==> config.mk <==
export PLATFORM = sky130hd
export DESIGN_NAME = small_prime_exponent_factorizer_core_flat
export DESIGN_NICKNAME = d
export VERILOG_FILES = /design/src/sv/spef_pkg.sv /design/src/sv/spef_in_if.sv /design/src/sv/spef_out_if.sv /design/src/sv/spef_dp.sv /design/src/sv/spef_ctrl.sv /design/src/sv/small_prime_exponent_factorizer_core.sv /design/src/flat_wrapper.sv
export VERILOG_INCLUDE_DIRS = /design/src /design/src/sv
export SDC_FILE = /design/constraint.sdc
export NUM_CORES = 1
export LEC_CHECK = 0
export ABC_CLOCK_PERIOD_IN_PS = 15600
export BUFFER_PORTS_ARGS = -buffer_cell sky130_fd_sc_hd__buf_2
export CAP_MARGIN = 20
export CORE_MARGIN = 2
export CORE_UTILIZATION = 40
export CTS_CLUSTER_DIAMETER = 60
export DETAILED_ROUTE_END_ITERATION = 16
export PLACE_DENSITY = 0.58
export SETUP_SLACK_MARGIN = 0.02
export SYNTH_ARGS = -nofsm -noshare
export SYNTH_HDL_FRONTEND = slang
export SYNTH_SLANG_ARGS = --single-unit
==> constraint.sdc <==
create_clock -name i_clk -period 15.6 [get_ports i_clk]
set_clock_uncertainty 0.2 [all_clocks]
set_input_delay 1.56 -clock i_clk [delete_from_list [all_inputs] [get_ports i_clk]]
set_output_delay 1.56 -clock i_clk [all_outputs]
set_load 0.005 [all_outputs]
==> src/sv/small_prime_exponent_factorizer_core_macros.svh <==
`ifndef SMALL_PRIME_EXPONENT_FACTORIZER_CORE_MACROS_SVH
`define SMALL_PRIME_EXPONENT_FACTORIZER_CORE_MACROS_SVH

// same-cycle implication, held off during reset
`define SPEF_ASSERT_IMPL(label, clk, rst_n, ante, cons) \
    label: assert property (@(posedge clk) disable iff (!(rst_n)) (ante) |-> (cons)) \
        else $error("spef assertion failed");

// next-cycle implication, held off during reset
`define SPEF_ASSERT_NEXT(label, clk, rst_n, ante, cons) \
    label: assert property (@(posedge clk) disable iff (!(rst_n)) (ante) |=> (cons)) \
        else $error("spef assertion failed");

`endif

==> src/sv/spef_pkg.sv <==
package spef_pkg;

    localparam int INPUT_WIDTH_DEF = 31;
    localparam int PRIME_COUNT     = 11;
    localparam int PRIME_W         = 5;
    localparam int EXP_W           = 5;
    localparam int DIGIT_W         = 8;
    localparam int IDX_W           = $clog2(PRIME_COUNT);

    typedef logic [IDX_W-1:0] t_idx;

    typedef struct packed {
        logic load;
        logic start_div;
        logic div_step;
        logic commit;
        logic publish;
    } t_dp_cmd;

    typedef struct packed {
        logic n_zero;
        logic divisible;
        logic last_prime;
    } t_dp_status;

    function automatic logic [PRIME_W-1:0] prime_of(input t_idx idx);
        logic [PRIME_W-1:0] p;
        case (idx)
            t_idx'(0):  p = PRIME_W'(2);
            t_idx'(1):  p = PRIME_W'(3);
            t_idx'(2):  p = PRIME_W'(5);
            t_idx'(3):  p = PRIME_W'(7);
            t_idx'(4):  p = PRIME_W'(11);
            t_idx'(5):  p = PRIME_W'(13);
            t_idx'(6):  p = PRIME_W'(17);
            t_idx'(7):  p = PRIME_W'(19);
            t_idx'(8):  p = PRIME_W'(23);
            t_idx'(9):  p = PRIME_W'(29);
            t_idx'(10): p = PRIME_W'(31);
            default:    p = PRIME_W'(31);
        endcase
        return p;
    endfunction

    // saturation point of each exponent field
    function automatic logic [EXP_W-1:0] exp_limit(input t_idx idx);
        logic [EXP_W-1:0] l;
        case (idx)
            t_idx'(0), t_idx'(1):                       l = EXP_W'(31);
            t_idx'(2), t_idx'(3), t_idx'(4), t_idx'(5): l = EXP_W'(15);
            default:                                    l = EXP_W'(7);
        endcase
        return l;
    endfunction

endpackage

==> src/sv/spef_in_if.sv <==
interface spef_in_if #(
    parameter int INPUT_WIDTH = spef_pkg::INPUT_WIDTH_DEF
) ();
    logic                   valid;
    logic                   ready;
    logic [INPUT_WIDTH-1:0] n_value;

    modport source (output valid, output n_value, input ready);
    modport sink   (input valid, input n_value, output ready);
endinterface

==> src/sv/spef_out_if.sv <==
interface spef_out_if ();
    logic       valid;
    logic       ready;
    logic [4:0] exp_2;
    logic [4:0] exp_3;
    logic [3:0] exp_5;
    logic [3:0] exp_7;
    logic [3:0] exp_11;
    logic [3:0] exp_13;
    logic [2:0] exp_17;
    logic [2:0] exp_19;
    logic [2:0] exp_23;
    logic [2:0] exp_29;
    logic [2:0] exp_31;
    logic       has_large_factor;

    modport source (
        output valid, input ready,
        output exp_2, exp_3, exp_5, exp_7, exp_11, exp_13,
        output exp_17, exp_19, exp_23, exp_29, exp_31, has_large_factor
    );
    modport sink (
        input valid, output ready,
        input exp_2, exp_3, exp_5, exp_7, exp_11, exp_13,
        input exp_17, exp_19, exp_23, exp_29, exp_31, has_large_factor
    );
endinterface

==> src/sv/spef_dp.sv <==
module spef_dp #(
    parameter int INPUT_WIDTH = spef_pkg::INPUT_WIDTH_DEF
) (
    input  logic                                i_clk,
    input  spef_pkg::t_dp_cmd                   i_cmd,
    input  logic [INPUT_WIDTH-1:0]              i_n_value,
    output spef_pkg::t_dp_status                o_status,
    output logic [spef_pkg::EXP_W-1:0]          o_exp [spef_pkg::PRIME_COUNT],
    output logic                                o_has_large_factor
);
    import spef_pkg::*;

    localparam int DIGITS = (INPUT_WIDTH + DIGIT_W - 1) / DIGIT_W;
    localparam int PAD_W  = DIGITS * DIGIT_W;

    logic [INPUT_WIDTH-1:0] r_n;
    logic [PAD_W-1:0]       r_work;
    logic [PRIME_W-1:0]     r_rem;
    t_idx                   r_idx;
    logic [EXP_W-1:0]       r_exp     [PRIME_COUNT];
    logic [EXP_W-1:0]       r_res_exp [PRIME_COUNT];
    logic                   r_res_flag;

    logic [PRIME_W-1:0]     c_div;
    logic [DIGIT_W-1:0]     c_digit;
    logic [DIGIT_W-1:0]     c_quo;
    logic [PRIME_W-1:0]     c_rem;
    logic [PRIME_W:0]       c_t;

    // restoring division of one digit by the current prime
    always_comb begin
        c_div   = prime_of(r_idx);
        c_digit = r_work[PAD_W-1 -: DIGIT_W];
        c_rem   = r_rem;
        c_quo   = '0;
        c_t     = '0;
        for (int b = DIGIT_W - 1; b >= 0; b--) begin
            c_t = {c_rem, c_digit[b]};
            if (c_t >= {1'b0, c_div}) begin
                c_quo[b] = 1'b1;
                c_t      = c_t - {1'b0, c_div};
            end
            c_rem = c_t[PRIME_W-1:0];
        end
    end

    always_ff @(posedge i_clk) begin
        if (i_cmd.load) begin
            r_n   <= i_n_value;
            r_idx <= '0;
            for (int k = 0; k < PRIME_COUNT; k++) begin
                r_exp[k] <= '0;
            end
        end
        if (i_cmd.start_div) begin
            r_work <= PAD_W'(r_n);
            r_rem  <= '0;
        end
        if (i_cmd.div_step) begin
            r_work <= (r_work << DIGIT_W) | PAD_W'(c_quo);
            r_rem  <= c_rem;
        end
        if (i_cmd.commit) begin
            if (r_rem == '0) begin
                r_n <= r_work[INPUT_WIDTH-1:0];
                if (r_exp[r_idx] != exp_limit(r_idx)) begin
                    r_exp[r_idx] <= r_exp[r_idx] + EXP_W'(1);
                end
            end else if (r_idx != t_idx'(PRIME_COUNT - 1)) begin
                r_idx <= r_idx + t_idx'(1);
            end
        end
        if (i_cmd.publish) begin
            r_res_exp  <= r_exp;
            r_res_flag <= (r_n > INPUT_WIDTH'(1));
        end
    end

    assign o_status.n_zero     = (r_n == '0);
    assign o_status.divisible  = (r_rem == '0);
    assign o_status.last_prime = (r_idx == t_idx'(PRIME_COUNT - 1));
    assign o_exp               = r_res_exp;
    assign o_has_large_factor  = r_res_flag;

endmodule

==> src/sv/spef_ctrl.sv <==
`include "small_prime_exponent_factorizer_core_macros.svh"

module spef_ctrl #(
    parameter int INPUT_WIDTH = spef_pkg::INPUT_WIDTH_DEF
) (
    input  logic                 i_clk,
    input  logic                 i_rst_n,
    input  logic                 i_in_valid,
    output logic                 o_in_ready,
    output logic                 o_out_valid,
    input  logic                 i_out_ready,
    input  spef_pkg::t_dp_status i_status,
    output spef_pkg::t_dp_cmd    o_cmd
);
    import spef_pkg::*;

    localparam int DIGITS = (INPUT_WIDTH + DIGIT_W - 1) / DIGIT_W;
    localparam int CNT_W  = (DIGITS > 1) ? $clog2(DIGITS) : 1;

    typedef enum logic [2:0] {
        S_IDLE,
        S_START,
        S_DIV,
        S_CHECK,
        S_DONE
    } t_state;

    t_state           r_state, n_state;
    logic [CNT_W-1:0] r_digit, n_digit;
    logic             r_out_valid, n_out_valid;

    always_comb begin
        o_cmd   = '0;
        n_state = r_state;
        n_digit = r_digit;
        unique case (r_state)
            S_IDLE: begin
                if (i_in_valid) begin
                    o_cmd.load = 1'b1;
                    n_state    = S_START;
                end
            end
            S_START: begin
                if (i_status.n_zero) begin
                    n_state = S_DONE;
                end else begin
                    o_cmd.start_div = 1'b1;
                    n_digit         = '0;
                    n_state         = S_DIV;
                end
            end
            S_DIV: begin
                o_cmd.div_step = 1'b1;
                if (r_digit == CNT_W'(DIGITS - 1)) begin
                    n_state = S_CHECK;
                end else begin
                    n_digit = r_digit + CNT_W'(1);
                end
            end
            S_CHECK: begin
                o_cmd.commit = 1'b1;
                if (!i_status.divisible && i_status.last_prime) begin
                    n_state = S_DONE;
                end else begin
                    n_state = S_START;
                end
            end
            S_DONE: begin
                if (!r_out_valid || i_out_ready) begin
                    o_cmd.publish = 1'b1;
                    n_state       = S_IDLE;
                end
            end
            default: n_state = S_IDLE;
        endcase

        if (o_cmd.publish) begin
            n_out_valid = 1'b1;
        end else if (i_out_ready) begin
            n_out_valid = 1'b0;
        end else begin
            n_out_valid = r_out_valid;
        end
    end

    always_ff @(posedge i_clk) begin
        if (!i_rst_n) begin
            r_state     <= S_IDLE;
            r_digit     <= '0;
            r_out_valid <= 1'b0;
        end else begin
            r_state     <= n_state;
            r_digit     <= n_digit;
            r_out_valid <= n_out_valid;
        end
    end

    assign o_in_ready  = (r_state == S_IDLE);
    assign o_out_valid = r_out_valid;

    `SPEF_ASSERT_IMPL(a_publish_slot_free, i_clk, i_rst_n, o_cmd.publish, !r_out_valid || i_out_ready)
    `SPEF_ASSERT_NEXT(a_start_then_step, i_clk, i_rst_n, o_cmd.start_div, o_cmd.div_step)
    `SPEF_ASSERT_NEXT(a_publish_sets_valid, i_clk, i_rst_n, o_cmd.publish, o_out_valid)

endmodule

==> src/sv/small_prime_exponent_factorizer_core.sv <==
// Each prime is tried in turn by a restoring division over D = ceil(INPUT_WIDTH / 8) digits
// (D = 4 at 31 bits); a zero input skips division and goes straight to the result.
// Throughput: one item at a time; the next input is taken once the result sits in the
// output register. The 8-bit-per-cycle restoring divider sets the pace.
// Reset: i_rst_n synchronous, active low; clears the controller and output valid.
module small_prime_exponent_factorizer_core #(
    parameter int INPUT_WIDTH = spef_pkg::INPUT_WIDTH_DEF
) (
    input  logic       i_clk,
    input  logic       i_rst_n,
    spef_in_if.sink    i_in,
    spef_out_if.source o_out
);
    import spef_pkg::*;

    t_dp_cmd          w_cmd;
    t_dp_status       w_status;
    logic [EXP_W-1:0] w_exp [PRIME_COUNT];
    logic             w_flag;

    spef_ctrl #(
        .INPUT_WIDTH (INPUT_WIDTH)
    ) u_ctrl (
        .i_clk       (i_clk),
        .i_rst_n     (i_rst_n),
        .i_in_valid  (i_in.valid),
        .o_in_ready  (i_in.ready),
        .o_out_valid (o_out.valid),
        .i_out_ready (o_out.ready),
        .i_status    (w_status),
        .o_cmd       (w_cmd)
    );

    spef_dp #(
        .INPUT_WIDTH (INPUT_WIDTH)
    ) u_dp (
        .i_clk              (i_clk),
        .i_cmd              (w_cmd),
        .i_n_value          (i_in.n_value),
        .o_status           (w_status),
        .o_exp              (w_exp),
        .o_has_large_factor (w_flag)
    );

    assign o_out.exp_2            = w_exp[0][4:0];
    assign o_out.exp_3            = w_exp[1][4:0];
    assign o_out.exp_5            = w_exp[2][3:0];
    assign o_out.exp_7            = w_exp[3][3:0];
    assign o_out.exp_11           = w_exp[4][3:0];
    assign o_out.exp_13           = w_exp[5][3:0];
    assign o_out.exp_17           = w_exp[6][2:0];
    assign o_out.exp_19           = w_exp[7][2:0];
    assign o_out.exp_23           = w_exp[8][2:0];
    assign o_out.exp_29           = w_exp[9][2:0];
    assign o_out.exp_31           = w_exp[10][2:0];
    assign o_out.has_large_factor = w_flag;

endmodule

==> src/flat_wrapper.sv <==
// flat-port wrapper written by rule: the top's interface ports become plain ports
module small_prime_exponent_factorizer_core_flat import spef_pkg::*;
#(
    parameter int INPUT_WIDTH = spef_pkg::INPUT_WIDTH_DEF
)
  (i_clk, i_rst_n, i_in_valid, i_in_n_value, i_in_ready, o_out_valid, o_out_ready, o_out_exp_2, o_out_exp_3, o_out_exp_5, o_out_exp_7, o_out_exp_11, o_out_exp_13, o_out_exp_17, o_out_exp_19, o_out_exp_23, o_out_exp_29, o_out_exp_31, o_out_has_large_factor);
  spef_in_if #(.INPUT_WIDTH(INPUT_WIDTH)) i_in_i ();
  spef_out_if o_out_i ();
  input  logic i_clk;
  input  logic i_rst_n;
  input wire logic [$bits(i_in_i.valid)-1:0] i_in_valid;
  input wire logic [$bits(i_in_i.n_value)-1:0] i_in_n_value;
  output wire logic [$bits(i_in_i.ready)-1:0] i_in_ready;
  output wire logic [$bits(o_out_i.valid)-1:0] o_out_valid;
  input wire logic [$bits(o_out_i.ready)-1:0] o_out_ready;
  output wire logic [$bits(o_out_i.exp_2)-1:0] o_out_exp_2;
  output wire logic [$bits(o_out_i.exp_3)-1:0] o_out_exp_3;
  output wire logic [$bits(o_out_i.exp_5)-1:0] o_out_exp_5;
  output wire logic [$bits(o_out_i.exp_7)-1:0] o_out_exp_7;
  output wire logic [$bits(o_out_i.exp_11)-1:0] o_out_exp_11;
  output wire logic [$bits(o_out_i.exp_13)-1:0] o_out_exp_13;
  output wire logic [$bits(o_out_i.exp_17)-1:0] o_out_exp_17;
  output wire logic [$bits(o_out_i.exp_19)-1:0] o_out_exp_19;
  output wire logic [$bits(o_out_i.exp_23)-1:0] o_out_exp_23;
  output wire logic [$bits(o_out_i.exp_29)-1:0] o_out_exp_29;
  output wire logic [$bits(o_out_i.exp_31)-1:0] o_out_exp_31;
  output wire logic [$bits(o_out_i.has_large_factor)-1:0] o_out_has_large_factor;
  assign i_in_i.valid = i_in_valid;
  assign i_in_i.n_value = i_in_n_value;
  assign i_in_ready = i_in_i.ready;
  assign o_out_valid = o_out_i.valid;
  assign o_out_i.ready = o_out_ready;
  assign o_out_exp_2 = o_out_i.exp_2;
  assign o_out_exp_3 = o_out_i.exp_3;
  assign o_out_exp_5 = o_out_i.exp_5;
  assign o_out_exp_7 = o_out_i.exp_7;
  assign o_out_exp_11 = o_out_i.exp_11;
  assign o_out_exp_13 = o_out_i.exp_13;
  assign o_out_exp_17 = o_out_i.exp_17;
  assign o_out_exp_19 = o_out_i.exp_19;
  assign o_out_exp_23 = o_out_i.exp_23;
  assign o_out_exp_29 = o_out_i.exp_29;
  assign o_out_exp_31 = o_out_i.exp_31;
  assign o_out_has_large_factor = o_out_i.has_large_factor;
  small_prime_exponent_factorizer_core #(.INPUT_WIDTH(INPUT_WIDTH)) u_core (.i_clk(i_clk), .i_rst_n(i_rst_n), .i_in(i_in_i), .o_out(o_out_i));
endmodule
==> results of run 1 <==
-- repair_timing --
action,CTS,global route
endpoints found under the setup margin,0,6
endpoints found under the hold margin,0,0
gates resized for setup,0,8
buffers inserted,0,2
-- cell type report --
class | instances | area, µm²
Fill cell | 2188 | 12130
Sequential cell | 180 | 4395
Multi-Input combinational cell | 711 | 4636
Clock inverter | 15 | 142.6
Clock buffer | 17 | 425.4
Tap cell | 313 | 391.6
Inverter | 41 | 153.9
Timing Repair Buffer | 92 | 508.0
-- flip-flops by register name, summed over array words and instances (netlist names) --
signal,cells
u_core.u_ctrl.o_out_valid,1
u_core.u_ctrl.r_digit,2
u_core.u_ctrl.r_state,3
u_core.u_dp.c_div,5
u_core.u_dp.o_exp,41
u_core.u_dp.o_has_large_factor,1
u_core.u_dp.r_exp,55
u_core.u_dp.r_idx,4
u_core.u_dp.r_n,31
u_core.u_dp.r_rem,5
u_core.u_dp.r_work,32
-- cells in the final DEF (no fill, tap or decap), types with 8 or more instances in the layout --
cell / count
dfxtp_1: 100
xor2_1: 13
clkbuf_16: 17
mux2i_1: 25
mux4_2: 10
nor2_1: 65
a21oi_1: 31
buf_2: 78
xnor2_1: 17
a31oi_1: 38
inv_1: 40
nand2b_1: 12
a21o_1: 13
nand3_1: 64
ha_1: 50
o21ai_0: 72
buf_4: 13
nand2_1: 177
o22ai_1: 9
fa_1: 8
edfxtp_1: 79
-- stage by stage --
stage / setup slack, ns / area [µm²]
global route: 0.05436 / 10650
finish: 1.113 / 10650
floorplan: 2.170 / 9359
detailed placement: 0.3749 / 10030
CTS: 0.2661 / 10600
global placement: 0.9556 / 10030
-- worst paths after layout --
kind                           endpoint  slack, ns  cells past startpoint
setup / recovery   u_core.u_dp.r_rem[3]       1.11                     63
hold / removal    u_core.u_dp.o_exp[49]       0.26                      0
setup reg to reg   u_core.u_dp.r_rem[3]       1.11                     63
hold reg to reg   u_core.u_dp.o_exp[49]       0.26                      0
-- worst max-delay path, delay by kind of cell (launching register included) --
family          cells  cell delay (ns)
compound gates     27             5.79
fa+ha+maj           9             2.99
mux                 8             2.52
simple gates       14             1.85
flops               1             0.43
buf+inv             5             0.40
-- routing by layer --
layer	GRT usage (%)	routed length, µm
met1	27.98	11350
met2	28.78	10380
met3	2.588	832
met4	6.029	371
met5	0	0
-- cell families (layout without fill, tap and decap cells) --
group	after synthesis	count (layout)
and+or+nand+nor	376	376
muxes	46	46
AOI/OAI and AO/OA	201	201
adders and majority gates	58	58
xor gates and xnor gates	30	30
buffers and inverters	89	165
DFF	180	180
==> run summary, run 1 <==
post-route setup TNS: 0 ns
HP Class: reg -> reg
CP arrival: 14.44 ns
Critical-path top delay cell: a2111o_1
ys flop type: dfxtp_1
Compound-Gate Fraction of Synth Area: 13.44%
Initial DRC Count: 546
global placer's final weighted congestion: 0.8375
CP Class: reg -> reg
Core Rows: 55
Die W: 157.0 µm
H-tree Lvls: 4
final setup fails: 0
Core Region: 22,780 µm²
Via Count: 7,245
mean post-synth cell area: 9.550 µm²
worst skew pair latency: 0.43 ns
Yosys Warn Count: 0
Worst EP required: 15.55 ns
FF-to-FF Start: u_core.u_dp.r_work[31]
CTS Root Cell: clkbuf_16
Cell variety after synth: 69
pin slew with the least headroom to its limit: 1.096 ns
Total GRT Usage: 18.98%
clk buf depth: 2
Hold Violations, Final: 0
Total Wirelength: 22.93 mm
DRC violations left: 0
grt total ovfl: 0
antenna viol nets, final: 0
Detailed Routing Iterations Pass 1: 5
status: completed
CTS buffer count: 17
final antenna diode count: 0
post-synth top area cell: edfxtp_1
Synth Area in Simple Gates: 18.01%
Setup crit end kind: flip-flop
share of the synthesized area in the top cell type: 25.35%
RSZ-0062 raised after global routing: false
hold buffer count at cts: 0
Final Slew Violations: 0
Mapped Nets: 1,073
Slew HR: 26.91%
Hold Crit Start: u_core.u_dp.r_exp[49]
CTS Sinks: 180
adder-cell share of the synthesized area: 8.396%
Synth Register Bits: 180
Max Cap Viol: 0
crit path max fanout: 9
Die Y: 157.0 µm
die footprint: 24,640 µm²
Initial Util: 41.09%
sequential fraction of the synthesis area: 46.95%
nets: 1,136
Syn Std Cell Area: 9359 µm²
top post-synthesis cells by count: 178 x nand2_1, 101 x dfxtp_1, 79 x edfxtp_1, 74 x o21ai_0, 65 x nor2_1
vias per std cell: 5.292
Fin Hold WS: 0.2574 ns
Cells after Synth: 980
largest net degree at the start of global routing: 90
Final min period: 14.49 ns
I/O Buffers: 78
Syn-to-layout area delta: 13.82%
CP dominant cell by count: ha_1
FFs w/ async S/R, synth: 0%
final core utilization: 46.77%
wire per inst: 16.75 µm
most frequent cell after synthesis: nand2_1
EDFF count, synth: 79
CP peak stage delay: 0.49 ns
top cells by area, synth: edfxtp_1 25%, dfxtp_1 22%, nand2_1 7.1%, ha_1 6.7%, o21ai_0 4.0%
post-detail-place hpwl: 15.99 mm
fmax: 0.06903 GHz
layout cells sized above 1: 15.72%
Reg clk slew, reported paths: 0.07 ns
startpoint types: flip-flop
global-route wire length before repair: 36.56 mm
vias in the first global route: 6,841
initial antenna violation count: 1
Critical Path Start: u_core.u_dp.r_work[31]
multiplexer share of the synthesized area: 6.551%
TritonCTS clock tree: done
post-synthesis xor/xnor area fraction: 2.807%
main combinational cell family by area after synthesis: simple AND/OR/NAND/NOR gates
I/O pins: 79
Finished Layout Cells: 1,369
Final Cycle Share: 92.86%
DP Cell Count: 1,334
Power of run 1 is left out: the tool's default activity adds up to more than one toggle a clock period on the data nets, which glitch-free logic cannot reach.
==> run 2, diff against run 1 <==
--- a/config.mk
+++ b/config.mk
@@ -14,6 +14,7 @@
 export CTS_CLUSTER_DIAMETER = 60
 export DETAILED_ROUTE_END_ITERATION = 16
 export PLACE_DENSITY = 0.58
+export REMOVE_ABC_BUFFERS = 1
 export SETUP_SLACK_MARGIN = 0.02
 export SYNTH_ARGS = -nofsm -noshare
 export SYNTH_HDL_FRONTEND = slang
==> run 2 against run 1 <==
Sequential share of layout area fell by 0.23 points. Via count fell by 0.58%. Fmax rose by 0.77%. First-iteration DRC count rose by 2.4%. Die area did not move. Highest routed layer unchanged. Sequential cell count did not move. Wire length fell by 1.1%. Cell count barely moved. Critical path depth fell by 1.
==> run summary, run 2 (same netlist as run 1, synthesis figures left out) <==
status: completed
Max Cap Viol: 0 (unchanged)
fmax: 0.06956 GHz (+0.77%)
Final min period: 14.38 ns (-0.1101 ns)
final core utilization: 47.04% (+0.27 points)
CP peak stage delay: 0.51 ns (+0.02 ns)
largest net degree at the start of global routing: 75 (-17%)
r2r worst-path depth: 62 (-1.6%)
antenna viol nets, final: 0 (unchanged)
global placer's final weighted congestion: 0.8524 (+1.8%)
Hold Crit Start: u_core.u_dp.r_exp[27]
worst skew pair latency: 0.43 ns (about the same)
Syn-to-layout area delta: 14.49%
vias in the first global route: 6,858 (+0.25%)
Initial DRC Count: 559 (+2.4%)
final antenna diode count: 0 (unchanged)
Detailed Routing Iterations Pass 1: 4 (-1)
CTS Root Cell: clkbuf_16
pin slew with the least headroom to its limit: 1.020 ns (-0.07595 ns)
Setup crit end kind: flip-flop
HP Class: reg -> reg
I/O pins: 79 (unchanged)
crit path max fanout: 11 (+2)
CTS Sinks: 180 (unchanged)
CTS buffer count: 17 (unchanged)
Finished Layout Cells: 1,370 (+0.073%)
layout cells sized above 1: 15.89% (+0.17 points)
WP buf/inv: 6 (+1)
r2r endpoint: u_core.u_dp.r_rem[2]
Reg clk slew, reported paths: 0.07 ns (about the same)
clk buf depth: 2 (unchanged)
commonest non-fill, non-tap cell in the layout: nand2_1
die footprint: 24,640 µm² (unchanged)
global-route wire length before repair: 36.64 mm (+0.21%)
Initial Util: 41.09% (unchanged)
TritonCTS clock tree: done
Die W: 157.0 µm (unchanged)
DP Cell Count: 1,333 (-0.075%)
Critical-path top delay cell: dfxtp_2
DRC violations left: 0 (unchanged)
I/O Buffers: 78 (unchanged)
R2R Setup Slk: 1.22 ns (+0.11 ns)
Largest Register: u_core.u_dp.r_exp
H-tree Lvls: 4 (unchanged)
Total Wirelength: 22.68 mm (-1.1%)
FF-to-FF Start: u_core.u_dp.c_div[1]
final setup fails: 0 (unchanged)
post-detail-place hpwl: 15.54 mm (-2.8%)
Total GRT Usage: 19.10% (+0.13 points)
max FFs per register: 55 (unchanged)
Core Region: 22,780 µm² (unchanged)
Core Rows: 55 (unchanged)
Via Count: 7,203 (-0.58%)
most used cells in the layout excluding fill and tap cells: 177 x nand2_1, 99 x dfxtp_1, 79 x edfxtp_1
CP top delay family: compound AO/OA/AOI/OAI gates
Hold Violations, Final: 0 (unchanged)
Final Slew Violations: 0 (unchanged)
nets: 1,137 (+0.088%)
Hold Path Sink: u_core.u_dp.o_exp[27]
hold buffer count at cts: 0 (unchanged)
startpoint types: flip-flop
wire per inst: 16.56 µm (-1.2%)
grt total ovfl: 0 (unchanged)
RSZ-0062 raised after global routing: false
Slew HR: 31.98% (+5.1 points)
Worst EP required: 15.54 ns (about the same)
CP Class: reg -> reg
post-route setup TNS: 0 ns (unchanged)
initial antenna violation count: 0 (-1)
Final Cycle Share: 92.16% (-0.71 points)
Die Y: 157.0 µm (unchanged)
Hold Crit Depth: 0 (unchanged)
vias per std cell: 5.258 (-0.65%)
CP arrival: 14.31 ns (-0.13 ns)
## run 2: routing by layer
layer | up-vias | GRT usage [%] | share of wire (%)
met1 | 3399 | 28.63 | 50
met5 | - | 0 | 0
li1 | 3622 | - | -
met2 | 168 | 28.57 | 45
met3 | 14 | 3.194 | 4.0
met4 | 0 | 4.893 | 1.1
## run 2: repair_timing
action / 4_1_cts / 5_1_grt
hold endpoints to repair: 0 / 0
endpoints found under the setup margin: 0 / 6
buffers inserted: 0 / 4
resized for setup: 0 / 9
## run 2: cell type report
type                            instances  area, µm²
Tap cell                              313      391.6
Sequential cell                       180       4397
Fill cell                            2206      12060
Clock buffer                           17      425.4
Clock inverter                         15      214.0
Inverter                               41      157.7
Multi-Input combinational cell        711       4627
Timing Repair Buffer                   93      503.0
## run 2: worst max path at each step
stage / from / end / cells after the start
final: u_core.u_dp.c_div[1] / u_core.u_dp.r_rem[2] / 62
after CTS: u_core.u_dp.c_div[1] / u_core.u_dp.r_rem[2] / 65
after global placement: u_core.u_dp.c_div[1] / u_core.u_dp.r_rem[4] / 65
after floorplan: u_core.u_dp.c_div[1] / u_core.u_dp.r_rem[2] / 63
after detailed placement: u_core.u_dp.c_div[1] / u_core.u_dp.r_rem[2] / 65
after global routing: u_core.u_dp.c_div[1] / u_core.u_dp.r_rem[2] / 66
## run 2: stage by stage
step	area (µm²)	hold WS, ns	setup slack (ns)
2_1_floorplan	9153	0.2245	1.756
3_3_place_gp	10020	0.2390	0.7697
3_5_place_dp	10020	0.2419	0.3616
4_1_cts	10660	0.2593	0.2796
5_1_grt	10720	0.2748	0.03850
6_report	10720	0.2592	1.223
Power of run 2 is left out for the same reason.
==> run 3, diff against run 2 <==
--- a/config.mk
+++ b/config.mk
@@ -10,10 +10,10 @@
 export BUFFER_PORTS_ARGS = -buffer_cell sky130_fd_sc_hd__buf_2
 export CAP_MARGIN = 20
 export CORE_MARGIN = 2
-export CORE_UTILIZATION = 40
+export CORE_UTILIZATION = 30
 export CTS_CLUSTER_DIAMETER = 60
 export DETAILED_ROUTE_END_ITERATION = 16
-export PLACE_DENSITY = 0.58
+export PLACE_DENSITY = 0.47
 export REMOVE_ABC_BUFFERS = 1
 export SETUP_SLACK_MARGIN = 0.02
 export SYNTH_ARGS = -nofsm -noshare
==> run 3 against run 2 <==
Non-clock buffer count shrank 4. Fmax shrank 1.0%. Sequential share of layout area shrank 0.13 points. Sequential cell count is the same. Wire length grew 5.1%. Via count shrank 0.69%. First-iteration DRC count shrank 29%. Register-to-register slack lost 0.14 ns. Global-route usage shrank 4.3 points. Core utilization shrank 12 points.
==> run summary, run 3 (same netlist as run 1, synthesis figures left out) <==
pin slew with the least headroom to its limit: 1.132 ns (+0.1118 ns)
max FFs per register: 55 (unchanged)
CP Class: reg -> reg
Final Cycle Share: 93.09% (+0.93 points)
Die W: 180.6 µm (+15%)
CTS Sinks: 180 (unchanged)
Via Count: 7,153 (-0.69%)
CP peak stage delay: 0.49 ns (-0.02 ns)
Total Wirelength: 23.84 mm (+5.1%)
I/O Buffers: 78 (unchanged)
crit path max fanout: 11 (unchanged)
grt total ovfl: 0 (unchanged)
most used cells in the layout excluding fill and tap cells: 177 x nand2_1, 100 x dfxtp_1, 79 x edfxtp_1
clk buf depth: 2 (unchanged)
initial antenna violation count: 1 (+1)
status: completed
H-tree Lvls: 4 (unchanged)
Initial Util: 30.52% (-11 points)
Core Region: 30,670 µm² (+35%)
Setup crit end kind: flip-flop
commonest non-fill, non-tap cell in the layout: nand2_1
startpoint types: flip-flop
CTS buffer count: 17 (unchanged)
fmax: 0.06886 GHz (-1.0%)
postcts setup bufs: 0 (unchanged)
post-route setup TNS: 0 ns (unchanged)
Setup WS post-layout: 1.079 ns (-0.1448 ns)
largest net degree at the start of global routing: 90 (+20%)
nets: 1,133 (-0.35%)
layout cells sized above 1: 15.38% (-0.51 points)
post-detail-place hpwl: 16.56 mm (+6.6%)
Detailed Routing Iterations Pass 1: 7 (+3)
Hold Violations, Final: 0 (unchanged)
Reg clk slew, reported paths: 0.08 ns (about the same)
RSZ-0062 raised after global routing: false
global placer's final weighted congestion: 0.8456 (-0.80%)
Syn-to-layout area delta: 14.83%
Final Slew Violations: 0 (unchanged)
Placed Area: 10,130 µm² (+1.1%)
CP dominant cell by count: ha_1
Total GRT Usage: 14.82% (-4.3 points)
Worst EP required: 15.56 ns (+0.02 ns)
DRC violations left: 0 (unchanged)
global-route wire length before repair: 38.27 mm (+4.4%)
pre-CTS worst setup slack: 0.6459 ns (+0.2843 ns)
Slew HR: 24.53% (-7.5 points)
Critical-path top delay cell: a2111o_1
CTS Root Cell: clkbuf_16
Core Rows: 64 (+16%)
I/O pins: 79 (unchanged)
vias in the first global route: 7,053 (+2.8%)
Final min period: 14.52 ns (+0.1448 ns)
CP arrival: 14.49 ns (+0.18 ns)
TritonCTS clock tree: done
FILL cells: 3,150 (+43%)
die footprint: 32,630 µm² (+32%)
WP buf/inv: 7 (+1)
Initial DRC Count: 395 (-29%)
antenna viol nets, final: 0 (unchanged)
Max Cap Viol: 0 (unchanged)
wire per inst: 16.44 µm (-0.69%)
final setup fails: 0 (unchanged)
CP top delay family: compound AO/OA/AOI/OAI gates
Largest Register: u_core.u_dp.r_exp
worst skew pair latency: 0.45 ns (+0.02 ns)
HP Class: reg -> reg
vias per std cell: 4.933 (-6.2%)
finished layout cell area: 10,750 µm² (+0.29%)
Die Y: 180.6 µm (+15%)
run 3: cell count changes in the layout (fill, tap and decap cells not counted), sizes merged:
cell,change
bufinv,-3
clkbuf,+1
diode,+1
clkinv,+1
inv,+3
clkinvlp,-2
buf,-4
run 3: final cells by class:
| type | instances | area [µm²] | area share, % |
|---|---|---|---|
| Multi-Input combinational cell | 711 | 4623 | 43.02 |
| Sequential cell | 180 | 4395 | 40.90 |
| Tap cell | 396 | 495.5 | 4.611 |
| Timing Repair Buffer | 89 | 473.0 | 4.401 |
| Clock buffer | 18 | 450.4 | 4.191 |
| Inverter | 41 | 153.9 | 1.432 |
| Clock inverter | 14 | 152.6 | 1.420 |
| Antenna cell | 1 | 2.502 | 0.02329 |
run 3: worst paths after layout:
| kind | cells after the start | slack (ns) | from | end |
|---|---|---|---|---|
| hold reg to reg | 0 | 0.27 | u_core.u_dp.r_exp[37] | u_core.u_dp.o_exp[37] |
| hold / removal | 0 | 0.27 | u_core.u_dp.r_exp[37] | u_core.u_dp.o_exp[37] |
| setup / recovery | 66 | 1.08 | u_core.u_dp.c_div[3] | u_core.u_dp.r_rem[4] |
| setup reg to reg | 66 | 1.08 | u_core.u_dp.c_div[3] | u_core.u_dp.r_rem[4] |
run 3: per-layer routing:
| metal | global-route usage [%] | vias to the layer above | part of all wire [%] |
|---|---|---|---|
| met2 | 24.12 | 102 | 47 |
| li1 | - | 3613 | - |
| met3 | 3.274 | 21 | 3.3 |
| met5 | 0 | - | 0 |
| met4 | 4.000 | 0 | 1.2 |
| met1 | 19.83 | 3417 | 49 |
run 3: repair_timing:
action / 4_1_cts / 5_1_grt
gates resized for setup: 0 / 6
endpoints found under the setup margin: 0 / 6
hold buffers: 0 / 0
run 3: through the flow:
| stage | utilization [%] | cells | hold slack, ns |
|---|---|---|---|
| after floorplan | - | 932 | 0.2245 |
| after global placement | 33.03 | 1417 | 0.2415 |
| after detailed placement | 33.03 | 1417 | 0.2429 |
| after CTS | 35.00 | 1449 | 0.2679 |
| after global routing | 35.03 | 1449 | 0.2833 |
| final | 35.04 | 1450 | 0.2662 |
Power of run 3 is left out for the same reason.
